File: src/sv/lsp_pkg.sv
// ----------------------------------------------------------------------------
// lsp_pkg
// Shared constants, types and lookup functions of the led strip pattern
// generator.
// ----------------------------------------------------------------------------
package lsp_pkg;

  localparam int PIXELS_DEF  = 10;
  localparam int PIX_W       = 6;
  localparam int QUEUE_DEPTH = 2;
  localparam int CFG_IDX_W   = 2;

  localparam logic [CFG_IDX_W-1:0] REG_PATTERN_MODE = 2'd0;
  localparam logic [CFG_IDX_W-1:0] REG_STEP_UP      = 2'd1;
  localparam logic [CFG_IDX_W-1:0] REG_CHASE_COLOR  = 2'd2;

  localparam logic OP_FRAME = 1'b0;
  localparam logic OP_LOAD  = 1'b1;

  localparam logic [7:0]  MODE_RESET  = 8'h03;
  localparam logic [23:0] CHASE_RESET = 24'hff00ff;

  typedef logic [1:0] kind_t;
  localparam kind_t KIND_BLACK = 2'd0;
  localparam kind_t KIND_TABLE = 2'd1;
  localparam kind_t KIND_CHASE = 2'd2;
  localparam kind_t KIND_WAVE  = 2'd3;

  typedef struct packed {
    kind_t       kind;
    logic [2:0]  en;
    logic [15:0] offset;
  } frame_t;

  localparam int FRAME_W = $bits(frame_t);

  function automatic logic [23:0] table_color(input logic [2:0] idx);
    logic [23:0] c;
    case (idx)
      3'd0:    c = 24'hff0000;
      3'd1:    c = 24'h00ff00;
      3'd2:    c = 24'h0000ff;
      3'd3:    c = 24'h7f7f7f;
      3'd4:    c = 24'h00ffff;
      3'd5:    c = 24'hff00ff;
      3'd6:    c = 24'hffff00;
      default: c = 24'h000000;
    endcase
    return c;
  endfunction

  // triangular level, black on the last phase
  function automatic logic [7:0] wave_level(input logic [3:0] ph);
    logic [7:0] l;
    case (ph)
      4'd0, 4'd14: l = 8'h01;
      4'd1, 4'd13: l = 8'h03;
      4'd2, 4'd12: l = 8'h07;
      4'd3, 4'd11: l = 8'h0f;
      4'd4, 4'd10: l = 8'h1f;
      4'd5, 4'd9:  l = 8'h3f;
      4'd6, 4'd8:  l = 8'h7f;
      4'd7:        l = 8'hff;
      default:     l = 8'h00;
    endcase
    return l;
  endfunction

  // channel enables as {blue, green, red}
  function automatic logic [2:0] wave_enables(input logic [2:0] sel);
    logic [2:0] e;
    case (sel)
      3'd0:    e = 3'b001;
      3'd1:    e = 3'b010;
      3'd2:    e = 3'b100;
      3'd3:    e = 3'b110;
      3'd4:    e = 3'b101;
      3'd5:    e = 3'b011;
      default: e = 3'b111;
    endcase
    return e;
  endfunction

endpackage

File: src/sv/lsp_fifo.sv
// ----------------------------------------------------------------------------
// lsp_fifo
// Short first-in first-out queue of frame descriptors between front and back.
// ----------------------------------------------------------------------------
module lsp_fifo #(
  parameter int W     = 8,
  parameter int DEPTH = 2
) (
  input  logic         clk,
  input  logic         rst_n,
  input  logic         push,
  input  logic [W-1:0] push_data,
  output logic         full,
  input  logic         pop,
  output logic         not_empty,
  output logic [W-1:0] pop_data
);

  localparam int PTR_W = (DEPTH > 1) ? $clog2(DEPTH) : 1;
  localparam int CNT_W = $clog2(DEPTH + 1);
  localparam logic [PTR_W-1:0] PTR_LAST = PTR_W'(DEPTH - 1);
  localparam logic [CNT_W-1:0] CNT_FULL = CNT_W'(DEPTH);

  logic [W-1:0]     mem_r [DEPTH];
  logic [PTR_W-1:0] wr_ptr_r, wr_ptr_nxt;
  logic [PTR_W-1:0] rd_ptr_r, rd_ptr_nxt;
  logic [CNT_W-1:0] cnt_r, cnt_nxt;
  logic             do_push, do_pop;

  assign full      = (cnt_r == CNT_FULL);
  assign not_empty = (cnt_r != '0);
  assign pop_data  = mem_r[rd_ptr_r];
  assign do_push   = push && !full;
  assign do_pop    = pop && not_empty;

  always_comb begin
    wr_ptr_nxt = wr_ptr_r;
    rd_ptr_nxt = rd_ptr_r;
    cnt_nxt    = cnt_r;
    if (do_push) begin
      wr_ptr_nxt = (wr_ptr_r == PTR_LAST) ? '0 : wr_ptr_r + 1'b1;
    end
    if (do_pop) begin
      rd_ptr_nxt = (rd_ptr_r == PTR_LAST) ? '0 : rd_ptr_r + 1'b1;
    end
    if (do_push && !do_pop) begin
      cnt_nxt = cnt_r + 1'b1;
    end else if (do_pop && !do_push) begin
      cnt_nxt = cnt_r - 1'b1;
    end
  end

  always_ff @(posedge clk) begin
    if (!rst_n) begin
      wr_ptr_r <= '0;
      rd_ptr_r <= '0;
      cnt_r    <= '0;
    end else begin
      wr_ptr_r <= wr_ptr_nxt;
      rd_ptr_r <= rd_ptr_nxt;
      cnt_r    <= cnt_nxt;
    end
  end

  always_ff @(posedge clk) begin
    if (do_push) begin
      mem_r[wr_ptr_r] <= push_data;
    end
  end

endmodule

File: src/sv/lsp_front.sv
// ----------------------------------------------------------------------------
// lsp_front
// Configuration registers, phase offset and item classification; queues one
// descriptor per frame that produces pixels.
// ----------------------------------------------------------------------------
module lsp_front import lsp_pkg::*; (
  input  logic                 clk,
  input  logic                 rst_n,
  input  logic                 cfg_valid,
  output logic                 cfg_ready,
  input  logic [CFG_IDX_W-1:0] cfg_index,
  input  logic [23:0]          cfg_data,
  input  logic                 in_valid,
  output logic                 in_stall,
  input  logic                 in_operation,
  input  logic [15:0]          in_offset_value,
  input  logic                 q_full,
  output logic                 q_push,
  output frame_t               q_data,
  output logic [23:0]          chase_color
);

  logic [7:0]  mode_r, mode_nxt;
  logic        step_up_r, step_up_nxt;
  logic [23:0] chase_color_r, chase_color_nxt;
  logic [15:0] offset_r, offset_nxt;
  logic [15:0] offset_step;
  logic        accept;
  logic        known;
  kind_t       kind;

  assign cfg_ready   = 1'b1;
  assign in_stall    = q_full;
  assign accept      = in_valid && !q_full;
  assign chase_color = chase_color_r;
  assign offset_step = step_up_r ? offset_r + 16'd1 : offset_r - 16'd1;

  always_comb begin
    known = 1'b1;
    kind  = KIND_BLACK;
    case (mode_r) inside
      8'h00:          kind = KIND_BLACK;
      8'h01:          kind = KIND_TABLE;
      8'h03:          kind = KIND_CHASE;
      [8'h10:8'h16]:  kind = KIND_WAVE;
      default:        known = 1'b0;
    endcase
  end

  always_comb begin
    mode_nxt        = mode_r;
    step_up_nxt     = step_up_r;
    chase_color_nxt = chase_color_r;
    if (cfg_valid) begin
      case (cfg_index)
        REG_PATTERN_MODE: mode_nxt        = cfg_data[7:0];
        REG_STEP_UP:      step_up_nxt     = cfg_data[0];
        REG_CHASE_COLOR:  chase_color_nxt = cfg_data;
        default:          ;
      endcase
    end
  end

  always_comb begin
    offset_nxt = offset_r;
    q_push     = 1'b0;
    if (accept) begin
      if (in_operation == OP_LOAD) begin
        offset_nxt = in_offset_value;
      end else begin
        offset_nxt = offset_step;
        q_push     = known;
      end
    end
  end

  assign q_data.kind   = kind;
  assign q_data.en     = wave_enables(mode_r[2:0]);
  assign q_data.offset = offset_step;

  always_ff @(posedge clk) begin
    if (!rst_n) begin
      mode_r        <= MODE_RESET;
      step_up_r     <= 1'b0;
      chase_color_r <= CHASE_RESET;
      offset_r      <= '0;
    end else begin
      mode_r        <= mode_nxt;
      step_up_r     <= step_up_nxt;
      chase_color_r <= chase_color_nxt;
      offset_r      <= offset_nxt;
    end
  end

endmodule

File: src/sv/lsp_back.sv
// ----------------------------------------------------------------------------
// lsp_back
// Pixel engine: for each queued frame, walks the strip one pixel per cycle
// while the output is not stalled; holds the result in an output register.
// ----------------------------------------------------------------------------
module lsp_back import lsp_pkg::*; #(
  parameter int PIXELS = PIXELS_DEF
) (
  input  logic             clk,
  input  logic             rst_n,
  input  logic             q_valid,
  input  frame_t           q_data,
  output logic             q_pop,
  input  logic [23:0]      chase_color,
  output logic             out_valid,
  input  logic             out_stall,
  output logic [PIX_W-1:0] out_pixel_index,
  output logic [7:0]       out_red,
  output logic [7:0]       out_green,
  output logic [7:0]       out_blue,
  output logic             out_last_pixel
);

  localparam logic [PIX_W-1:0] LAST = PIX_W'(PIXELS - 1);

  logic             busy_r, busy_nxt;
  frame_t           frame_r;
  logic [PIX_W-1:0] pix_r, pix_nxt;
  logic             out_valid_r, out_valid_nxt;
  logic [PIX_W-1:0] idx_r;
  logic [23:0]      rgb_r, rgb;
  logic             last_r;
  logic             is_last, out_free, emit;

  assign is_last  = (pix_r == LAST);
  assign out_free = !out_valid_r || !out_stall;
  assign emit     = busy_r && out_free;
  assign q_pop    = q_valid && (!busy_r || (out_free && is_last));

  always_comb begin
    logic [5:0] ph6;
    logic [4:0] ph5;
    logic [2:0] sh;
    logic [7:0] lvl;
    ph6 = pix_r + frame_r.offset[5:0];
    ph5 = {pix_r[2:0], 2'b00} + frame_r.offset[4:0];
    sh  = (ph5 >= 5'd6) ? 3'(ph5 - 5'd6) : 3'(5'd6 - ph5);
    lvl = wave_level(ph6[3:0]);
    rgb = '0;
    case (frame_r.kind)
      KIND_TABLE: rgb = table_color(ph6[2:0]);
      KIND_CHASE: begin
        if (ph5 <= 5'd12) begin
          rgb = {chase_color[23:16] >> sh, chase_color[15:8] >> sh,
                 chase_color[7:0] >> sh};
        end
      end
      KIND_WAVE: begin
        rgb = {frame_r.en[0] ? lvl : 8'h00, frame_r.en[1] ? lvl : 8'h00,
               frame_r.en[2] ? lvl : 8'h00};
      end
      default: rgb = '0;
    endcase
  end

  always_comb begin
    pix_nxt       = pix_r;
    busy_nxt      = busy_r;
    out_valid_nxt = out_stall ? out_valid_r : 1'b0;
    if (emit) begin
      out_valid_nxt = 1'b1;
      pix_nxt       = is_last ? '0 : pix_r + 1'b1;
      if (is_last) begin
        busy_nxt = 1'b0;
      end
    end
    if (q_pop) begin
      busy_nxt = 1'b1;
    end
  end

  always_ff @(posedge clk) begin
    if (!rst_n) begin
      busy_r      <= 1'b0;
      pix_r       <= '0;
      out_valid_r <= 1'b0;
    end else begin
      busy_r      <= busy_nxt;
      pix_r       <= pix_nxt;
      out_valid_r <= out_valid_nxt;
    end
  end

  always_ff @(posedge clk) begin
    if (q_pop) begin
      frame_r <= q_data;
    end
    if (emit) begin
      idx_r  <= pix_r;
      rgb_r  <= rgb;
      last_r <= is_last;
    end
  end

  assign out_valid       = out_valid_r;
  assign out_pixel_index = idx_r;
  assign out_red         = rgb_r[23:16];
  assign out_green       = rgb_r[15:8];
  assign out_blue        = rgb_r[7:0];
  assign out_last_pixel  = last_r;

endmodule

File: src/sv/led_strip_pattern_generator.sv
// ----------------------------------------------------------------------------
// led_strip_pattern_generator
// Frame generator for an addressable led strip.
// ----------------------------------------------------------------------------
// A load item only sets the phase offset. A frame item steps the offset
// and, for a known pattern mode, produces PIXELS pixel items, one per cycle
// when the output is not stalled; consecutive frames follow with no gap. The
// front end accepts items while the two-entry frame queue has room, so input
// items keep flowing while the pixel engine works on earlier frames.
// Configuration is always ready and should be written only while idle.
module led_strip_pattern_generator import lsp_pkg::*; #(
  parameter int PIXELS = PIXELS_DEF
) (
  input  logic                 clk,
  input  logic                 rst_n,
  input  logic                 cfg_valid,
  output logic                 cfg_ready,
  input  logic [CFG_IDX_W-1:0] cfg_index,
  input  logic [23:0]          cfg_data,
  input  logic                 in_valid,
  output logic                 in_stall,
  input  logic                 in_operation,
  input  logic [15:0]          in_offset_value,
  output logic                 out_valid,
  input  logic                 out_stall,
  output logic [PIX_W-1:0]     out_pixel_index,
  output logic [7:0]           out_red,
  output logic [7:0]           out_green,
  output logic [7:0]           out_blue,
  output logic                 out_last_pixel
);

  logic        q_full, q_push, q_pop, q_valid;
  frame_t      q_wdata, q_rdata;
  logic [23:0] chase_color;

  lsp_front u_front (
    .clk             (clk),
    .rst_n           (rst_n),
    .cfg_valid       (cfg_valid),
    .cfg_ready       (cfg_ready),
    .cfg_index       (cfg_index),
    .cfg_data        (cfg_data),
    .in_valid        (in_valid),
    .in_stall        (in_stall),
    .in_operation    (in_operation),
    .in_offset_value (in_offset_value),
    .q_full          (q_full),
    .q_push          (q_push),
    .q_data          (q_wdata),
    .chase_color     (chase_color)
  );

  lsp_fifo #(
    .W     (FRAME_W),
    .DEPTH (QUEUE_DEPTH)
  ) u_fifo (
    .clk       (clk),
    .rst_n     (rst_n),
    .push      (q_push),
    .push_data (q_wdata),
    .full      (q_full),
    .pop       (q_pop),
    .not_empty (q_valid),
    .pop_data  (q_rdata)
  );

  lsp_back #(
    .PIXELS (PIXELS)
  ) u_back (
    .clk             (clk),
    .rst_n           (rst_n),
    .q_valid         (q_valid),
    .q_data          (q_rdata),
    .q_pop           (q_pop),
    .chase_color     (chase_color),
    .out_valid       (out_valid),
    .out_stall       (out_stall),
    .out_pixel_index (out_pixel_index),
    .out_red         (out_red),
    .out_green       (out_green),
    .out_blue        (out_blue),
    .out_last_pixel  (out_last_pixel)
  );

endmodule
File: config.mk
export PLATFORM = sky130hd
export DESIGN_NAME = led_strip_pattern_generator
export DESIGN_NICKNAME = d
export VERILOG_FILES = /design/src/sv/lsp_pkg.sv /design/src/sv/lsp_fifo.sv /design/src/sv/lsp_front.sv /design/src/sv/lsp_back.sv /design/src/sv/led_strip_pattern_generator.sv
export SDC_FILE = /design/constraint.sdc
export NUM_CORES = 1
export LEC_CHECK = 0
export BUFFER_PORTS_ARGS = -buffer_cell sky130_fd_sc_hd__buf_2
export CORE_MARGIN = 2
export CORE_UTILIZATION = 54
export CTS_BUF_LIST = sky130_fd_sc_hd__clkbuf_4 sky130_fd_sc_hd__clkbuf_8
export DETAILED_ROUTE_END_ITERATION = 16
export PLACE_DENSITY = 0.82
export SKIP_CTS_REPAIR_TIMING = 1
export SLEW_MARGIN = 25
export SYNTH_ARGS = -nofsm -noshare
export SYNTH_HDL_FRONTEND = slang
export SYNTH_SLANG_ARGS = --single-unit
File: constraint.sdc
create_clock -name clk -period 3.07 [get_ports clk]
set_clock_uncertainty 0.15 [all_clocks]
set_input_delay 0.1535 -clock clk [delete_from_list [all_inputs] [get_ports clk]]
set_output_delay 0.1535 -clock clk [all_outputs]
set_load 0.05 [all_outputs]
======== After elaboration in Yosys (flattened, before gate mapping) ========
Memories as Yosys holds them, arrays and structs flattened. A register that Yosys moved wholly into a read port is not among the register bits.
Index checks and enable logic that the tools add are counted.
cells by class
  add/sub/neg operators ................... 11
  multipliers ............................. 0
  div/mod/pow operators ................... 0
  order comparisons ....................... 4
  eq/ne operators ......................... 21
  shift operators ......................... 3
  muxes and demuxes ....................... 32
  bitwise operators ....................... 0
  reduce and logical (&&, ||, !) cells .... 29
operators with widths
  cell                     number
  $pmux W24 S7             1
  $pmux W24 S3             1
  $mux W16                 2
  $mux W24                 1
  $mux W8                  3
  $shr A8 B3 Y8            3
  $pmux W3 S6              1
  $add A16 B1 Y16 const B  1
  $sub A16 B1 Y16 const B  1
  $eq A3 B3 Y1 const B     5
  $mux W1                  15
  $eq A3 B2 Y1 const B     4
  $mux W2                  6
  $logic_and A1 B1 Y1      9
  $eq A2 B2 Y1 const B     4
  $eq A8 B1 Y1 const B     1
  $eq A8 B2 Y1 const B     1
  $ge A8 B5 Y1 const B     1
  $le A8 B5 Y1 const B     1
  $logic_not A8 Y1         1
  $reduce_and A2 Y1        4
  $reduce_bool A2 Y1       4
  $add A6 B1 Y6 const B    1
  $eq A3 B1 Y1 const B     2
  18 further kinds         27
storage, ports and cells
  register bits ........................... 92
  latch bits .............................. 0
  bits in writable memories ............... 42
  ROM bits ................................ 128
  input port bits ......................... 48
  word-level logic and storage cells ...... 115
  memories ................................ 2
memories
  memory           words  width  rd ports  clocked after memory_dff  write ports  RTL line        text
  (no name shown)  16     8      1         0                         0            lsp_pkg.sv:55   case (ph)
  u_fifo.mem_r     2      21     1         1                         1            lsp_fifo.sv:24  logic [W-1:0] mem_r [DEPTH];

======== Depth between registers and ports, before layout ========
  depth in word-level cells ............... 13
  depth in mapped cells ................... 10

======== By module ========
From an unflattened synthesis, not the netlist that was laid out.
second synthesis, totals
  cells, all modules ...................... 749
  area, all modules ....................... 7775.0 um2
by module, submodules not included
  module     instances  cells each  area an instance (um2)  seq. area each (um2)
  lsp_back   1          306         3245.6                  1391.3
  lsp_front  1          353         2785.2                  980.9
  lsp_fifo   1          90          1744.2                  1361.3

======== Least setup slack after synthesis ========
No wires, ideal clock.
  path kind ............................... flip-flop to flip-flop
  from .................................... register u_back.frame_r[0] (netlist name)
  to ...................................... register u_back.rgb_r[10], data pin
  library setup time ...................... 0.263 ns
  arrival ................................. 2.549 ns
  data required time ...................... 2.657 ns
  path slack .............................. 0.107 ns
  cell stages (with the launch flop) ...... 11
  path buffers ............................ 3
  cell sequence ........................... edfxtp_1 -> clkbuf_1 -> clkbuf_1 -> inv_1 -> ha_1 -> nand2_1 -> nand4_1 -> o21ai_2 -> buf_6 -> mux4_1 -> a2111o_1
between the ends
  cells in the longest elaborated chain, start to end .. 6
  elaborated cells on any way between the ends .. 20
RTL lines
  item                                                  RTL line         text
  $add A5 B5 Y5                                         lsp_back.sv:46   ph5 = {pix_r[2:0], 2'b00} + frame_r.offset[4:0];
  $ge A5 B3 Y1 / $sub A3 B3 Y3 (equally long branches)  lsp_back.sv:47   sh = (ph5 >= 5'd6) ? 3'(ph5 - 5'd6) : 3'(5'd6 - ph5);
  $mux W3                                               lsp_back.sv:47
  $shr A8 B3 Y8                                         lsp_back.sv:54   rgb = {chase_color[23:16] >> sh, chase_color[15:8] >> sh,
  $mux W24                                              lsp_back.sv:53   if (ph5 <= 5'd12) begin
  $pmux W24 S3 (*)                                      lsp_back.sv:50   case (frame_r.kind)
  named net u_back.rgb[10]                              lsp_back.sv:31   logic [23:0] rgb_r, rgb;
  end signal, assigned                                  lsp_back.sv:100  rgb_r <= rgb;
  end, declared                                         lsp_back.sv:31
The timed path passes the listed nets; every way through them passes the cells marked *.
A chain may end at the register's enable or synchronous reset.

======== Final worst setup path ========
  from .................................... register u_back.frame_r[2] (netlist name)
  to ...................................... register u_back.rgb_r[18], data pin
between the ends
  cells in the longest elaborated chain, start to end .. 6
  elaborated cells on any way between the ends .. 20
RTL lines
  item                                                  RTL line
  $add A5 B5 Y5                                         lsp_back.sv:46
  $ge A5 B3 Y1 / $sub A3 B3 Y3 (equally long branches)  lsp_back.sv:47
  $mux W3                                               lsp_back.sv:47
  $shr A8 B3 Y8                                         lsp_back.sv:54
  $mux W24                                              lsp_back.sv:53
  $pmux W24 S3 (*)                                      lsp_back.sv:50
  named net u_back.rgb[18]                              lsp_back.sv:31
Marked as above.

==> impl_metrics.env <==
export IMPL_syn_cell_area_sq_mm=0.00602
export IMPL_ctsHtreeMaxLevel=3
export IMPL_slew_violations=0
export IMPL_remaining_drc_errors=0
export IMPL_crit_chain="ha_1 > inv_1 > fa_2 > nor2b_4 > nand4_1 > o21ai_4 > mux4_2 > a2111o_1"
export IMPL_synth_edf_count=61
export IMPL_hold_violations=4
export IMPL_status="complete, but fails checks"
export IMPL_ant_nets=0
export IMPL_grt_usage_pct=26.5
export IMPL_cts_buffers=9
export IMPL_worstSetupStartpoint="u_back.frame_r[2]$_DFFE_PP_"
export IMPL_async_reset_ff_share_pct=0
export IMPL_reg2reg_from="u_back.frame_r[2]$_DFFE_PP_"
export IMPL_finalCriticalPeriod_ns=3.09
export IMPL_whs_ns=-0.0351
export IMPL_n_antenna_cell=0
export IMPL_cp_start_kind="flop"
export IMPL_cts_sinks=111
export IMPL_final_common_cell="nand2_1"
export IMPL_start_util_pct=55.6
export IMPL_arrival_ns=3.08
export IMPL_p_per_area_mw_per_mm2=1000
export IMPL_leakagePower_nw=2.91
export IMPL_rows=38
export IMPL_crit_path_end="u_back.rgb_r[18]$_DFFE_PP_"
export IMPL_finalPower_w=0.00724
export IMPL_violations="hold timing, setup timing"
export IMPL_yosysUniqueCellTypes=69
export IMPL_slowest_stage="fa_2"
export IMPL_worstSetupEndpointType="flop"
export IMPL_nets=757
export IMPL_worstSkewPairLatency_ns=0.39
export IMPL_syn_avg_cell_area_sq_um=10.4
export IMPL_rr_endpoint="u_back.rgb_r[18]$_DFFE_PP_"
export IMPL_clk_pin_slew_ns=0.11
export IMPL_r2r_setup_slack_ns=-0.02
export IMPL_gr_total_overflow=0
export IMPL_synth_warnings=0
export IMPL_tightest_slew_ns=0.874
export IMPL_drv_cap=0
export IMPL_pin_count=82
export IMPL_synth_fp_nets=643
export IMPL_grt_antenna_before_repair=0
export IMPL_drt_wl_total_um=16000
export IMPL_dpl_hpwl_um=11500
export IMPL_path_depth=8
export IMPL_drtIter0Drc=473
export IMPL_cts_path_max_buffers=2
export IMPL_dieWidth_um=110
export IMPL_crit_type="reg2reg"
export IMPL_syn_inst=578
export IMPL_synthFlopType="edfxtp_1"
export IMPL_grt_max_degree=31
export IMPL_max_freq_mhz=324
export IMPL_tns_ns=-0.0341
export IMPL_viasPerCell=6.12
export IMPL_synth_seq_area_share_pct=47.0
export IMPL_worst_path_largest_cell_delay_ns=0.58
export IMPL_grt_pass1_vias=4783
export IMPL_post_place_ws_ns=-0.136
export IMPL_synth_seq_cells=111
export IMPL_syn_to_final_growth_pct=19.8
export IMPL_relSlewSlack_pct=41.6
export IMPL_first_pass_iters=6
export IMPL_crit_fanout=8
export IMPL_rr_worst_depth=8
export IMPL_period_share_pct=101
export IMPL_ir_drop_v=0.000583
export IMPL_hp_class="in2reg"
export IMPL_path_buf_inv=1
export IMPL_core_sq_mm=0.0108
export IMPL_setup_violations=4
export IMPL_crit_required_ns=3.06
export IMPL_port_buffers=69
export IMPL_vias=5115
export IMPL_die_area_sq_mm=0.0120
export IMPL_drive_above_1_share_pct=23.1
export IMPL_routabilityCongestion=0.979
export IMPL_dpl_cell_count=790
export IMPL_cts_root_buf="clkbuf_8"
export IMPL_die_h_um=110
export IMPL_cts_tree="yes"
export IMPL_postLayoutSetupSlackWorst_ns=-0.0176
export IMPL_final_cells=836
export IMPL_path_delay_family="adder cells"
export IMPL_wl_per_cell_um=19.1
export IMPL_final_cell_mix="73 x nand2_1, 69 x buf_2, 61 x edfxtp_1, 50 x dfxtp_1, 44 x buf_4"
export IMPL_grt_pass1_wl_um=24300
[state kept, by name, indices dropped and copies added, names as in the netlist]
register	flops
u_back.rgb_r	24
u_front.chase_color	24
u_fifo.mem_r	20
u_back.frame_r	10
u_front.mode_r	8
u_back.out_pixel_index	6
u_back.pix_r	6
u_front.offset_r	5
u_fifo.cnt_r	2
u_back.busy_r	1
u_back.out_last_pixel	1
u_back.out_valid	1
u_fifo.rd_ptr_r	1
u_fifo.wr_ptr_r	1
u_front.step_up_r	1
[report_power, final]
group	switching, W	internal [W]	leakage, nW	total (W)
sequential	0.000187	0.00204	0.977	0.00223
combinational	0.00262	0.00157	1.85	0.00419
clock	0.000520	0.000300	0.0869	0.000819
total	0.00333	0.00391	2.91	0.00724
[cells in the mapped netlist, types with 6 or more instances]
cell / instances / area [sq um]
xnor2_1: 8 / 70.1
o31ai_1: 6 / 45.0
nand2_1: 73 / 274
xor2_1: 9 / 78.8
a211oi_1: 8 / 60.1
inv_1: 15 / 56.3
nor2_1: 35 / 131
mux2_2: 13 / 146
mux4_2: 9 / 203
nand2b_1: 7 / 43.8
a21o_1: 6 / 45.0
a221o_1: 12 / 120
nor2b_1: 7 / 43.8
a21oi_1: 39 / 195
clkbuf_1: 32 / 120
o211ai_1: 9 / 67.6
nand3_1: 25 / 125
edfxtp_1: 61 / 1830
o21ai_0: 12 / 60.1
nor4_1: 6 / 37.5
nor3_1: 15 / 75.1
ha_1: 14 / 175
dfxtp_1: 50 / 1000
mux2i_1: 20 / 200
[area by class of cell]
class	count	area (sq um)
fillers	843	3630
multi-input cells	413	3030
flip-flops and latches	111	2830
repair buffers	140	946
well taps	140	175
clock buffers	9	124
inverters	17	63.8
clock inverters	6	45.0
[cells by family (layout without fill, tap and decap cells)]
logic type      Yosys count  count (layout)  share of synthesized area (%)
mux                      44              44                           9.99
other cells               1               1                         0.0623
flops                   111             111                           47.0
simple gates            201             201                           16.4
compound gates          129             130                           15.3
xor+xnor                 20              20                           3.62
fa+ha+maj                17              17                           3.91
buf+inv                  55             172                           3.74
[per-stage QoR]
stage | utilization (%) | instance area [sq um]
final | 66.5 | 7210
after global routing | 66.5 | 7210
after CTS | 63.3 | 6870
after detailed placement | 61.8 | 6700
after global placement | 61.8 | 6700
after floorplan | - | 6020
[routing by layer]
| metal | wire (um) | track usage [%] | vias to the layer above |
|---|---|---|---|
| li1 | - | - | 2388 |
| met1 | 6400 | 34.7 | 2446 |
| met2 | 8010 | 44.5 | 248 |
| met3 | 1140 | 3.68 | 33 |
| met4 | 402 | 10.7 | 0 |
| met5 | 0 | 0 | - |
[worst register-to-register path, cell delays in order (launching register included)]
cell,delay [ns]
edfxtp_1,0.39
ha_1,0.15
inv_1,0.05
fa_2,0.58
nor2b_4,0.20
nand4_1,0.29
o21ai_4,0.24
mux4_2,0.35
a2111o_1,0.42
[how the worst min path moves through the flow]
| stage | start | to | slack, ns | depth (start not counted) |
|---|---|---|---|---|
| 2_1_floorplan | cfg_data[0] | u_front.chase_color[0]$_SDFFE_PN1P_ | 0.13 | 2 |
| 3_3_place_gp | cfg_data[17] | u_front.chase_color[17]$_SDFFE_PN1P_ | 0.21 | 3 |
| 3_5_place_dp | cfg_data[18] | u_front.chase_color[18]$_SDFFE_PN1P_ | 0.23 | 3 |
| 4_1_cts | cfg_data[18] | u_front.chase_color[18]$_SDFFE_PN1P_ | -0.17 | 3 |
| 5_1_grt | in_offset_value[4] | u_front.offset_r[4]$_SDFFE_PN0P_ | 0.003 | 3 |
| 6_report | in_offset_value[4] | u_front.offset_r[4]$_SDFFE_PN0P_ | -0.04 | 3 |
Power figures use the tool's default switching activity.
